===== src/hw/rtl/lik_pkg.sv =====
package lik_pkg;

	localparam int CORDIC_ITERATIONS = 16;
	localparam int ANGLE_FRACTION_BITS = 6;
	localparam int AU_BITS = 20;

	localparam int FIELD_W = 16;
	localparam int LINK_W = 14;
	localparam int CFG_INDEX_W = 2;
	localparam int CFG_DATA_W = 14;

	localparam int ANG_W = 32;
	localparam int ANG_EXT_W = 34;
	localparam int VEC_W = 48;
	localparam int AT_IN_W = 34;
	localparam int NORM_EXP = 40;
	localparam int NORM_STEPS = 7;
	localparam int AT_LAT = 1 + NORM_STEPS + CORDIC_ITERATIONS;
	localparam int SH_W = 5;

	localparam int SQ_IN_W = 62;
	localparam int SQ_STEPS = SQ_IN_W / 2;
	localparam int SQ_REM_W = SQ_STEPS + 1;

	localparam int PIPE_DEPTH = 5 + SQ_STEPS + AT_LAT + 4;

	localparam int OUT_SHIFT = AU_BITS - ANGLE_FRACTION_BITS;
	localparam int OUT_LIM_RAW = 360 * (1 << ANGLE_FRACTION_BITS);
	localparam int OUT_LIM = (OUT_LIM_RAW > 32767) ? 32767 : OUT_LIM_RAW;

	localparam logic signed [ANG_W-1:0] DEG_90 = ANG_W'(90 * (1 << AU_BITS));
	localparam logic signed [ANG_W-1:0] DEG_180 = ANG_W'(180 * (1 << AU_BITS));

	localparam logic [CFG_INDEX_W-1:0] REG_LEG_POSITION = 2'd0;
	localparam logic [CFG_INDEX_W-1:0] REG_UPPER_LINK = 2'd1;
	localparam logic [CFG_INDEX_W-1:0] REG_LOWER_LINK = 2'd2;
	localparam logic [CFG_INDEX_W-1:0] REG_ABDUCTION_OFFSET = 2'd3;

	localparam logic [1:0] POS_FRONT_RIGHT = 2'd0;
	localparam logic [1:0] POS_FRONT_LEFT = 2'd1;
	localparam logic [1:0] POS_BACK_RIGHT = 2'd2;
	localparam logic [1:0] POS_BACK_LEFT = 2'd3;

	typedef struct packed {
		logic signed [AT_IN_W-1:0] a;
		logic signed [AT_IN_W-1:0] b;
		logic signed [AT_IN_W-1:0] ny;
		logic signed [AT_IN_W-1:0] nz;
		logic signed [AT_IN_W-1:0] ax;
		logic xzero;
		logic bad;
	} side_t;

	typedef struct packed {
		logic xzero;
		logic bad;
	} flag_t;

	function automatic logic signed [ANG_W-1:0] atan_entry(input logic [SH_W-1:0] idx);
		logic signed [ANG_W-1:0] v;
		case (idx)
			5'd0: v = 32'sd47185920;
			5'd1: v = 32'sd27855475;
			5'd2: v = 32'sd14718068;
			5'd3: v = 32'sd7471121;
			5'd4: v = 32'sd3750058;
			5'd5: v = 32'sd1876857;
			5'd6: v = 32'sd938658;
			5'd7: v = 32'sd469357;
			5'd8: v = 32'sd234682;
			5'd9: v = 32'sd117342;
			5'd10: v = 32'sd58671;
			5'd11: v = 32'sd29335;
			5'd12: v = 32'sd14668;
			5'd13: v = 32'sd7334;
			5'd14: v = 32'sd3667;
			5'd15: v = 32'sd1833;
			5'd16: v = 32'sd917;
			5'd17: v = 32'sd458;
			5'd18: v = 32'sd229;
			5'd19: v = 32'sd115;
			5'd20: v = 32'sd57;
			5'd21: v = 32'sd29;
			5'd22: v = 32'sd14;
			5'd23: v = 32'sd7;
			default: v = '0;
		endcase
		return v;
	endfunction

	function automatic logic signed [FIELD_W-1:0] to_out(input logic signed [ANG_EXT_W-1:0] v);
		logic signed [ANG_EXT_W:0] t;
		logic signed [ANG_EXT_W:0] r;
		logic signed [FIELD_W-1:0] o;
		t = (ANG_EXT_W+1)'(v) + (ANG_EXT_W+1)'(1 << (OUT_SHIFT - 1));
		r = t >>> OUT_SHIFT;
		if (r > OUT_LIM)
			o = FIELD_W'(OUT_LIM);
		else if (r < -OUT_LIM)
			o = FIELD_W'(-OUT_LIM);
		else
			o = r[FIELD_W-1:0];
		return o;
	endfunction

endpackage


===== src/hw/rtl/lik_sqrt_cell.sv =====
module lik_sqrt_cell (
	input  logic                          clk,
	input  logic                          en,
	input  logic [lik_pkg::SQ_IN_W-1:0]   rad_in,
	input  logic [lik_pkg::SQ_REM_W-1:0]  rem_in,
	input  logic [lik_pkg::SQ_STEPS-1:0]  root_in,
	output logic [lik_pkg::SQ_IN_W-1:0]   rad_out,
	output logic [lik_pkg::SQ_REM_W-1:0]  rem_out,
	output logic [lik_pkg::SQ_STEPS-1:0]  root_out
);
	import lik_pkg::*;

	logic [SQ_REM_W+1:0] rem_sh;
	logic [SQ_REM_W+1:0] trial;
	logic [SQ_REM_W+1:0] diff;

	assign rem_sh = {rem_in, rad_in[SQ_IN_W-1 -: 2]};
	assign trial = {1'b0, root_in, 2'b01};
	assign diff = rem_sh - trial;

	always_ff @(posedge clk) begin
		if (en) begin
			rad_out <= {rad_in[SQ_IN_W-3:0], 2'b00};
			if (rem_sh >= trial) begin
				rem_out <= diff[SQ_REM_W-1:0];
				root_out <= {root_in[SQ_STEPS-2:0], 1'b1};
			end else begin
				rem_out <= rem_sh[SQ_REM_W-1:0];
				root_out <= {root_in[SQ_STEPS-2:0], 1'b0};
			end
		end
	end

endmodule


===== config.mk =====
export PLATFORM = sky130hd
export DESIGN_NAME = lik_sqrt_cell
export DESIGN_NICKNAME = d
export VERILOG_FILES = /design/src/hw/rtl/lik_pkg.sv /design/src/hw/rtl/lik_sqrt_cell.sv
export SDC_FILE = /design/constraint.sdc
export NUM_CORES = 1
export LEC_CHECK = 0
export ABC_AREA = 1
export BUFFER_PORTS_ARGS = -buffer_cell sky130_fd_sc_hd__buf_4
export CORE_ASPECT_RATIO = 1.1
export CORE_MARGIN = 2
export CORE_UTILIZATION = 50
export CTS_BUF_LIST = sky130_fd_sc_hd__clkbuf_4
export DETAILED_ROUTE_END_ITERATION = 7
export GPL_ROUTABILITY_DRIVEN = 1
export GPL_TIMING_DRIVEN = 0
export PLACE_DENSITY_LB_ADDON = 0.25
export SYNTH_ARGS = -nofsm -noshare
export SYNTH_HDL_FRONTEND = slang
export SYNTH_SLANG_ARGS = --single-unit

===== constraint.sdc =====
create_clock -name clk -period 2.7 [get_ports clk]
set_clock_uncertainty 0.2 [all_clocks]
set_input_delay 0.54 -clock clk [delete_from_list [all_inputs] [get_ports clk]]
set_output_delay 0.54 -clock clk [all_outputs]
set_load 0.03 [all_outputs]

Yosys cells after proc, flatten, opt, wreduce, memory -nomap -nowiden:

Cells that the tools add are included.

* input bits: 127
* register bits: 123
* logic and storage cells: 7

* $add $sub $neg: 1
* magnitude comparators: 1
* muxes and demuxes: 2

Operator list (count)
* greater-or-equal comparator 34 x 33 -> 1 bit: 1
* 2-to-1 mux 32 bit: 1
* subtractor 32 bit: 1
* 2-to-1 mux 1 bit: 1

Depth between registers and ports, before layout:

Gate-level depths: netlist of run 1.

* word-level depth: 2
* depth in mapped cells: 16
* mapped depth without buffers: 15

Worst setup path before layout of run 1:

Ideal clock, no wire load.

* path type: input-to-reg
* start point: in root_in[15] in the netlist's numbering
* end point: reg rem_out[24] in the netlist's numbering (data pin)
* required time: 2247 ps
* setup time: 253 ps
* data arrival time: 1863 ps
* stages: 14
* setup slack: 384 ps
* cell sequence: inv_1 ha_1 nand2_1 nor2_4 nand2_1 nor2_2 nand3b_1 nand2_1 nor2_2 nand2_4 inv_2 buf_6 nand2_1 nand2_1

* word-level cells in the longest chain between the ends: 2

Ends and longest elaborated chain
* from (decl): RTL line lik_sqrt_cell.sv:6 `input logic [lik_pkg::SQ_STEPS-1:0] root_in,`
* subtractor 32 bit or greater-or-equal comparator 34 x 33 -> 1 bit (tied branches): RTL line lik_sqrt_cell.sv:19, lik_sqrt_cell.sv:24
* 2-to-1 mux 32 bit *: RTL line lik_sqrt_cell.sv:24 `if (rem_sh >= trial) begin`
* to (signal assigned): RTL line lik_sqrt_cell.sv:25 `rem_out <= diff[SQ_REM_W-1:0];`
* to (signal assigned): RTL line lik_sqrt_cell.sv:28 `rem_out <= rem_sh[SQ_REM_W-1:0];`
* to (decl): RTL line lik_sqrt_cell.sv:8 `output logic [lik_pkg::SQ_REM_W-1:0] rem_out,`

Every way passes the cells marked *; elsewhere a longest branch is shown, timed or not.
A chain may end at the register's enable or synchronous reset.

Final worst setup path of run 1:

* start point: in root_in[10] in the netlist's numbering
* end point: reg rem_out[28] in the netlist's numbering (data pin)

The elaborated chain is that of the path after synthesis.

==> reports/qor.csv, run 1 <==
stage,metric,value,unit
logic_synthesis,synth_warnings,0,
sta,setup_viol,0,
logic_synthesis,muxShareOfSynthArea,0,
power_and_ir_drop,seq_power_share,0.416,
power_and_ir_drop,peakVddDrop,0.000308,V
detailed_routing,dr.pass1.iters,5,
critical_path,worstPathCellList,"dlygate4sd3_1, buf_4, inv_1, ha_4, nand2_2, inv_1, nand2_1, nand2_1, nand2_1, nand2_1, inv_1, nand2_1, nand2_2, nand2_4, inv_2, buf_6, nand2_1, nand2_1",
logic_synthesis,ys_seq_elements,123,
floorplanning,core,13200,um^2
global_routing,grt_pass1_wl,33100,um
placement,place_inst,1192,
placement,portBuffers,249,
clocking,cts.htree.levels,4,
logic_synthesis,ys_types,26,
clocking,clk_path_buf_depth,2,
sta,hold_viol_final,0,
finish,postLayoutCellArea,10600,um^2
detailed_routing,drc,0,
clocking,tritoncts,built,
floorplanning,dieArea,14500,um^2
global_routing,grt_pass1_vias,6368,
logic_synthesis,ys_async_sr_fraction,0,
power_and_ir_drop,p_sw_frac,0.337,
sta,worstMarginPinSlew,611,ps
detailed_routing,vias,6570,
sta,fin_crit_sh,0.987,
floorplanning,die_y,126,um
logic_synthesis,ys_seq_area_frac,0.545,
floorplanning,num_rows,44,
critical_path,critPathKind,in2reg,
placement,dp_slack,-78.7,ps
power_and_ir_drop,p_sw,1.94,mW
logic_synthesis,synth_top_family_by_area,simple AND/OR/NAND/NOR gates,
sta,whs,63.0,ps
logic_synthesis,synth-compound-area-share,0.0199,
floorplanning,fp.dieW,115,um
logic_synthesis,synth_top_area_frac,0.545,
sta,slew_violations,0,
detailed_routing,wl_per_cell,17.3,um
critical_path,crit_end,rem_out[28]$_DFFE_PP_,
global_routing,grt_max_degree,79,
critical_path,crit_start,root_in[10],
global_routing,gr-usage-all-layers,0.304,
logic_synthesis,synth_area,6770,um^2
run_status,status,finished clean,
critical_path,crit_arrival,2760,ps
critical_path,cp-end-kind,flop,
finish,final_cells,1317,
finish,n_fill_cell,836,
logic_synthesis,synthTopCellsByArea,"edfxtp_1, nand2_1, inv_1",
critical_path,cp_max_fo,10,
critical_path,slowest_delay,540,ps
placement,gp_routability_congestion,0.980,
finish,multiInputGateArea,2870,um^2
job,drv_cap,0,
logic_synthesis,syn_inst,780,
min_path,hp-class,in2reg,
global_routing,grt-ovfl-total,0,
clocking,clkSinkCount,123,
finish,seq_area,3690,um^2
power_and_ir_drop,combPwrFrac,0.315,
logic_synthesis,synth-edff-count,123,
power_and_ir_drop,intPower,3.80,mW
sta,final.setup.worst_slack,35.3,ps
placement,dpl.hpwl,14700,um
floorplanning,io_pins,252,
clocking,path_clk_slew,120,ps
detailed_routing,wl,22700,um
sta,fin_tns_setup,0,ps
logic_synthesis,synthXorXnorAreaFrac,0.0168,
detailed_routing,drtIter0Drc,438,
detailed_routing,ant_nets,0,
critical_path,critical_path_required,2800,ps
finish,drive_gt1_frac,0.309,
detailed_routing,via_per_inst,4.99,
sta,relSlewSlack,0.593,
logic_synthesis,synthSimpleGateAreaFrac,0.262,
power_and_ir_drop,p_clk_frac,0.269,
clocking,clockRootBuffer,clkbuf_4,
clocking,cts-buffers-inserted,17,
finish,area_growth,55.9,%
critical_path,slowest_stage,dlygate4sd3_1,
power_and_ir_drop,p_leak,5.19,nW
sta,max_freq,0.375,GHz
finish,antenna_cells,0,
critical_path,crit_top_cell,nand2_1,
sta,period_needed,2660,ps
logic_synthesis,synth_common_cells,"nand2_1, inv_1, edfxtp_1, nor2_1",
finish,layout.nets,1303,
critical_path,critPathLaunchType,primary input,
global_routing,antenna_found_initial,0,
logic_synthesis,synth_most_common_cell,nand2_1,
logic_synthesis,synth_adder_area_share,0.0610,
logic_synthesis,avgSynthCellArea,8.68,um^2
floorplanning,start_util,0.513,
power_and_ir_drop,power.density,543,nW/um^2
sta,grt_setup_unrepaired,yes,
finish,utilization,0.799,
placement,placed_area,8880,um^2
logic_synthesis,yosys.area.top_type,edfxtp_1,
power_and_ir_drop,total_power,5.74,mW
logic_synthesis,ys.flop_type,edfxtp_1,
[kinds of logic (layout without fill, tap and decap cells)]
group	count (synthesis)	after routing
AO/OA/AOI/OAI	25	25
XOR/XNOR	13	13
adder cells (fa/ha/maj)	33	33
buffers and inverters	160	535
flip-flops	123	123
other	1	2
AND/OR/NAND/NOR	425	425
[power by group through the flow]
stage	Sequential, mW	Combinational [mW]	Clock (mW)
after floorplan	2.80	0.531	0
after global placement	2.41	1.52	0
after detailed placement	2.42	1.54	0
after CTS	2.38	1.66	1.53
after global routing	2.40	1.94	1.65
final	2.39	1.81	1.54
[sequential cells by signal, summed over array words and instances (netlist names)]
register  cells
rem_out      32
root_out     31
rad_out      60
[layer usage]
metal  GRT usage  wire length (um)  up-vias
li1            -                 -     3184
met1       0.359              8490     2996
met2       0.527             11600      326
met3      0.0688              1690       64
met4       0.135               918        0
met5           0                 0        -
[area by class of cell]
cell class / count / area share
Buffer: 8 / 0.00711
Clock buffer: 18 / 0.0128
Clock inverter: 14 / 0.0184
Inverter: 152 / 0.0540
Multi-Input combinational cell: 498 / 0.272
Sequential cell: 123 / 0.350
Tap cell: 161 / 0.0191
Timing Repair Buffer: 343 / 0.267
[placed cells by master (no fill, tap or decap), types with 4 or more instances in the layout]
cell	count
nor2_1	35
nand3_1	29
buf_6	4
clkbuf_4	18
nor2_2	4
ha_4	24
edfxtp_1	123
nand2_1	297
nor2_4	7
inv_1	151
and2_1	9
buf_4	256
xor2_1	13
a21oi_1	18
nor3_1	4
nand2_2	13
clkinv_4	4
nand3_2	4
nand2_4	4
nand3b_1	12
ha_1	7
bufinv_16	4
dlygate4sd3_1	90
[timing repair]
| action | CTS | global route |
|---|---|---|
| hold buffers | 90 | 0 |
| gates resized for setup | 0 | 66 |
| setup buffers | 0 | 3 |
| endpoints found under the setup margin | 0 | 31 |
| hold endpoints to repair | 90 | 0 |
[worst min-delay path by stage]
stage | depth (start not counted) | to | from
5_1_grt | 3 | rem_out[9]$_DFFE_PP_ | rem_in[7]
6_report | 3 | rem_out[9]$_DFFE_PP_ | rem_in[7]
3_3_place_gp | 1 | rad_out[21]$_DFFE_PP_ | rad_in[19]
2_1_floorplan | 0 | rad_out[10]$_DFFE_PP_ | rad_in[8]
4_1_cts | 3 | rem_out[3]$_DFFE_PP_ | rem_in[1]
3_5_place_dp | 1 | rad_out[42]$_DFFE_PP_ | rad_in[40]
[worst max-delay path: cells and delay by family]
| family | cells | cell delay (ps) |
|---|---|---|
| adder cells (fa/ha/maj) | 1 | 290 |
| AND/OR/NAND/NOR | 10 | 850 |
| buffers and inverters | 7 | 1060 |
No activity file was read; power rests on OpenSTA's default activity.
==> run 2: changes to the inputs <==
Settings changed: CORE_UTILIZATION 50 to 51.
==> run 2 against run 1 <==
First-iteration DRC count up 35%. Critical path depth down 1. Non-clock buffer count down 2. Clock-buffer cell count down 1. Die area down 1.9%. Worst hold slack worse by 10 ps. Power down 2.7%. Core utilization down 0.36 points. Cell area down 1.3%. Largest power group unchanged.
==> reports/qor.csv, run 2 (synthesis gave the netlist of run 1 again) <==
stage,metric,value,unit,change
detailed_routing,wl,22200,um,was 22700 um
global_routing,grt_pass1_vias,6288,,was 6368
finish,layout.nets,1301,,was 1303
floorplanning,fp.dieW,114,um,was 115 um
floorplanning,io_pins,252,,unchanged
detailed_routing,drtIter0Drc,591,,was 438
placement,placed_area,8880,um^2,about the same
placement,dp_slack,-108,ps,was -78.7 ps
power_and_ir_drop,peakVddDrop,0.000303,V,was 0.000308 V
min_path,hp-class,in2reg,,unchanged
finish,drive_gt1_frac,0.302,,was 0.309
detailed_routing,dr.pass1.iters,6,,was 5
clocking,tritoncts,built,,unchanged
global_routing,antenna_found_initial,0,,unchanged
critical_path,critical_path_required,2820,ps,was 2800 ps
job,drv_cap,0,,unchanged
finish,area_growth,53.9,%,was 55.9%
sta,setup_viol,0,,unchanged
sta,fin_crit_sh,0.977,,was 0.987
critical_path,cp_max_fo,10,,unchanged
sta,whs,52.9,ps,was 63.0 ps
critical_path,crit_arrival,2760,ps,about the same
sta,period_needed,2640,ps,was 2660 ps
finish,largest_reg_flops,60,,unchanged
sta,grt_setup_unrepaired,yes,,unchanged
sta,hold_viol_final,0,,unchanged
global_routing,grt_pass1_wl,32900,um,was 33100 um
detailed_routing,via_per_inst,4.94,,was 4.99
critical_path,cp-end-kind,flop,,unchanged
detailed_routing,wl_per_cell,16.9,um,was 17.3 um
global_routing,grt_max_degree,84,,was 79
placement,portBuffers,249,,unchanged
sta,slew_violations,0,,unchanged
floorplanning,num_rows,44,,unchanged
clocking,clk_path_buf_depth,2,,unchanged
clocking,cts.htree.levels,4,,unchanged
sta,max_freq,0.379,GHz,was 0.375 GHz
placement,place_inst,1192,,unchanged
finish,multiInputGateArea,2780,um^2,was 2870 um^2
global_routing,gr-usage-all-layers,0.306,,was 0.304
detailed_routing,vias,6488,,was 6570
floorplanning,start_util,0.517,,was 0.513
finish,antenna_cells,0,,unchanged
clocking,path_clk_slew,120,ps,about the same
placement,dpl.hpwl,14500,um,was 14700 um
run_status,status,finished clean,,unchanged
critical_path,critPathKind,in2reg,,unchanged
power_and_ir_drop,power.density,536,nW/um^2,was 543 nW/um^2
floorplanning,dieArea,14200,um^2,was 14500 um^2
global_routing,grt-ovfl-total,0,,unchanged
finish,final_common_cell,nand2_1,,unchanged
finish,postLayoutCellArea,10400,um^2,was 10600 um^2
power_and_ir_drop,p_leak,5.13,nW,was 5.19 nW
clocking,clockRootBuffer,clkbuf_4,,unchanged
sta,final.setup.worst_slack,62.7,ps,was 35.3 ps
finish,top_register,rad_out,,unchanged
finish,seq_area,3690,um^2,unchanged
detailed_routing,drc,0,,unchanged
finish,utilization,0.796,,was 0.799
floorplanning,core,13100,um^2,was 13200 um^2
power_and_ir_drop,total_power,5.58,mW,was 5.74 mW
floorplanning,die_y,125,um,was 126 um
finish,n_fill_cell,887,,was 836
critical_path,critPathLaunchType,primary input,,unchanged
clocking,cts-buffers-inserted,17,,unchanged
sta,fin_tns_setup,0,ps,unchanged
detailed_routing,ant_nets,0,,unchanged
finish,final_cells,1314,,was 1317
finish,final_cell_mix,"nand2_1, buf_4, inv_1, edfxtp_1, dlygate4sd3_1",,unchanged
placement,gp_routability_congestion,0.994,,was 0.980
finish,top_regs,"rad_out x60, rem_out x32, root_out x31",,unchanged
clocking,clkSinkCount,123,,unchanged
==> run 2: cell count changes in the layout (fill, tap and decap cells not counted), sizes merged <==
cell / delta
bufinv: -1
clkinvlp: +2
buf: -2
clkbuf: -1
clkinv: -1
==> run 2: path summary, 6_finish.rpt <==
check,end,cells past startpoint,from
setup / recovery,rem_out[23]$_DFFE_PP_,17,root_in[23]
hold / removal,rem_out[9]$_DFFE_PP_,3,rem_in[7]
==> run 2: power breakdown <==
group | leakage (nW) | switching, mW | internal [mW] | total (mW)
Sequential | 1.20 | 0.0626 | 2.32 | 2.39
Clock | 0.152 | 0.778 | 0.638 | 1.42
Combinational | 3.77 | 1.07 | 0.713 | 1.78
==> run 2: final cells by class <==
cell class | count | area share
Clock buffer | 17 | 0.0122
Multi-Input combinational cell | 498 | 0.267
Tap cell | 161 | 0.0193
Inverter | 152 | 0.0547
Sequential cell | 123 | 0.354
Clock inverter | 14 | 0.0163
Timing Repair Buffer | 341 | 0.269
Buffer | 8 | 0.00684
==> run 2: per-layer routing <==
layer  up-vias  share of wire  routed length, um  global-route usage
met2       295           0.51              11300               0.539
met1      2967           0.39               8650               0.360
met5         -              0                  0                   0
met4         0          0.035                779               0.117
li1       3176              -                  -                   -
met3        50          0.069               1530              0.0725
==> run 2: worst max-delay path: stages <==
cell and delay (ps):
dlygate4sd3_1 550, buf_4 140, inv_1 60, ha_2 300
nand2_2 130, inv_1 50, nand2_1 50, nand2_1 70
inv_1 60, nand2_1 70, nand2_1 60, nand2_1 50
nor2_2 150, nand2_4 90, buf_4 190, nand3_1 140
nand2_1 70
==> run 2: repair_timing <==
item | CTS | global route
buffers inserted | 0 | 1
hold buffers | 90 | 0
resized for setup | 0 | 50
setup endpoints to repair | 0 | 31
hold endpoints to repair | 90 | 0
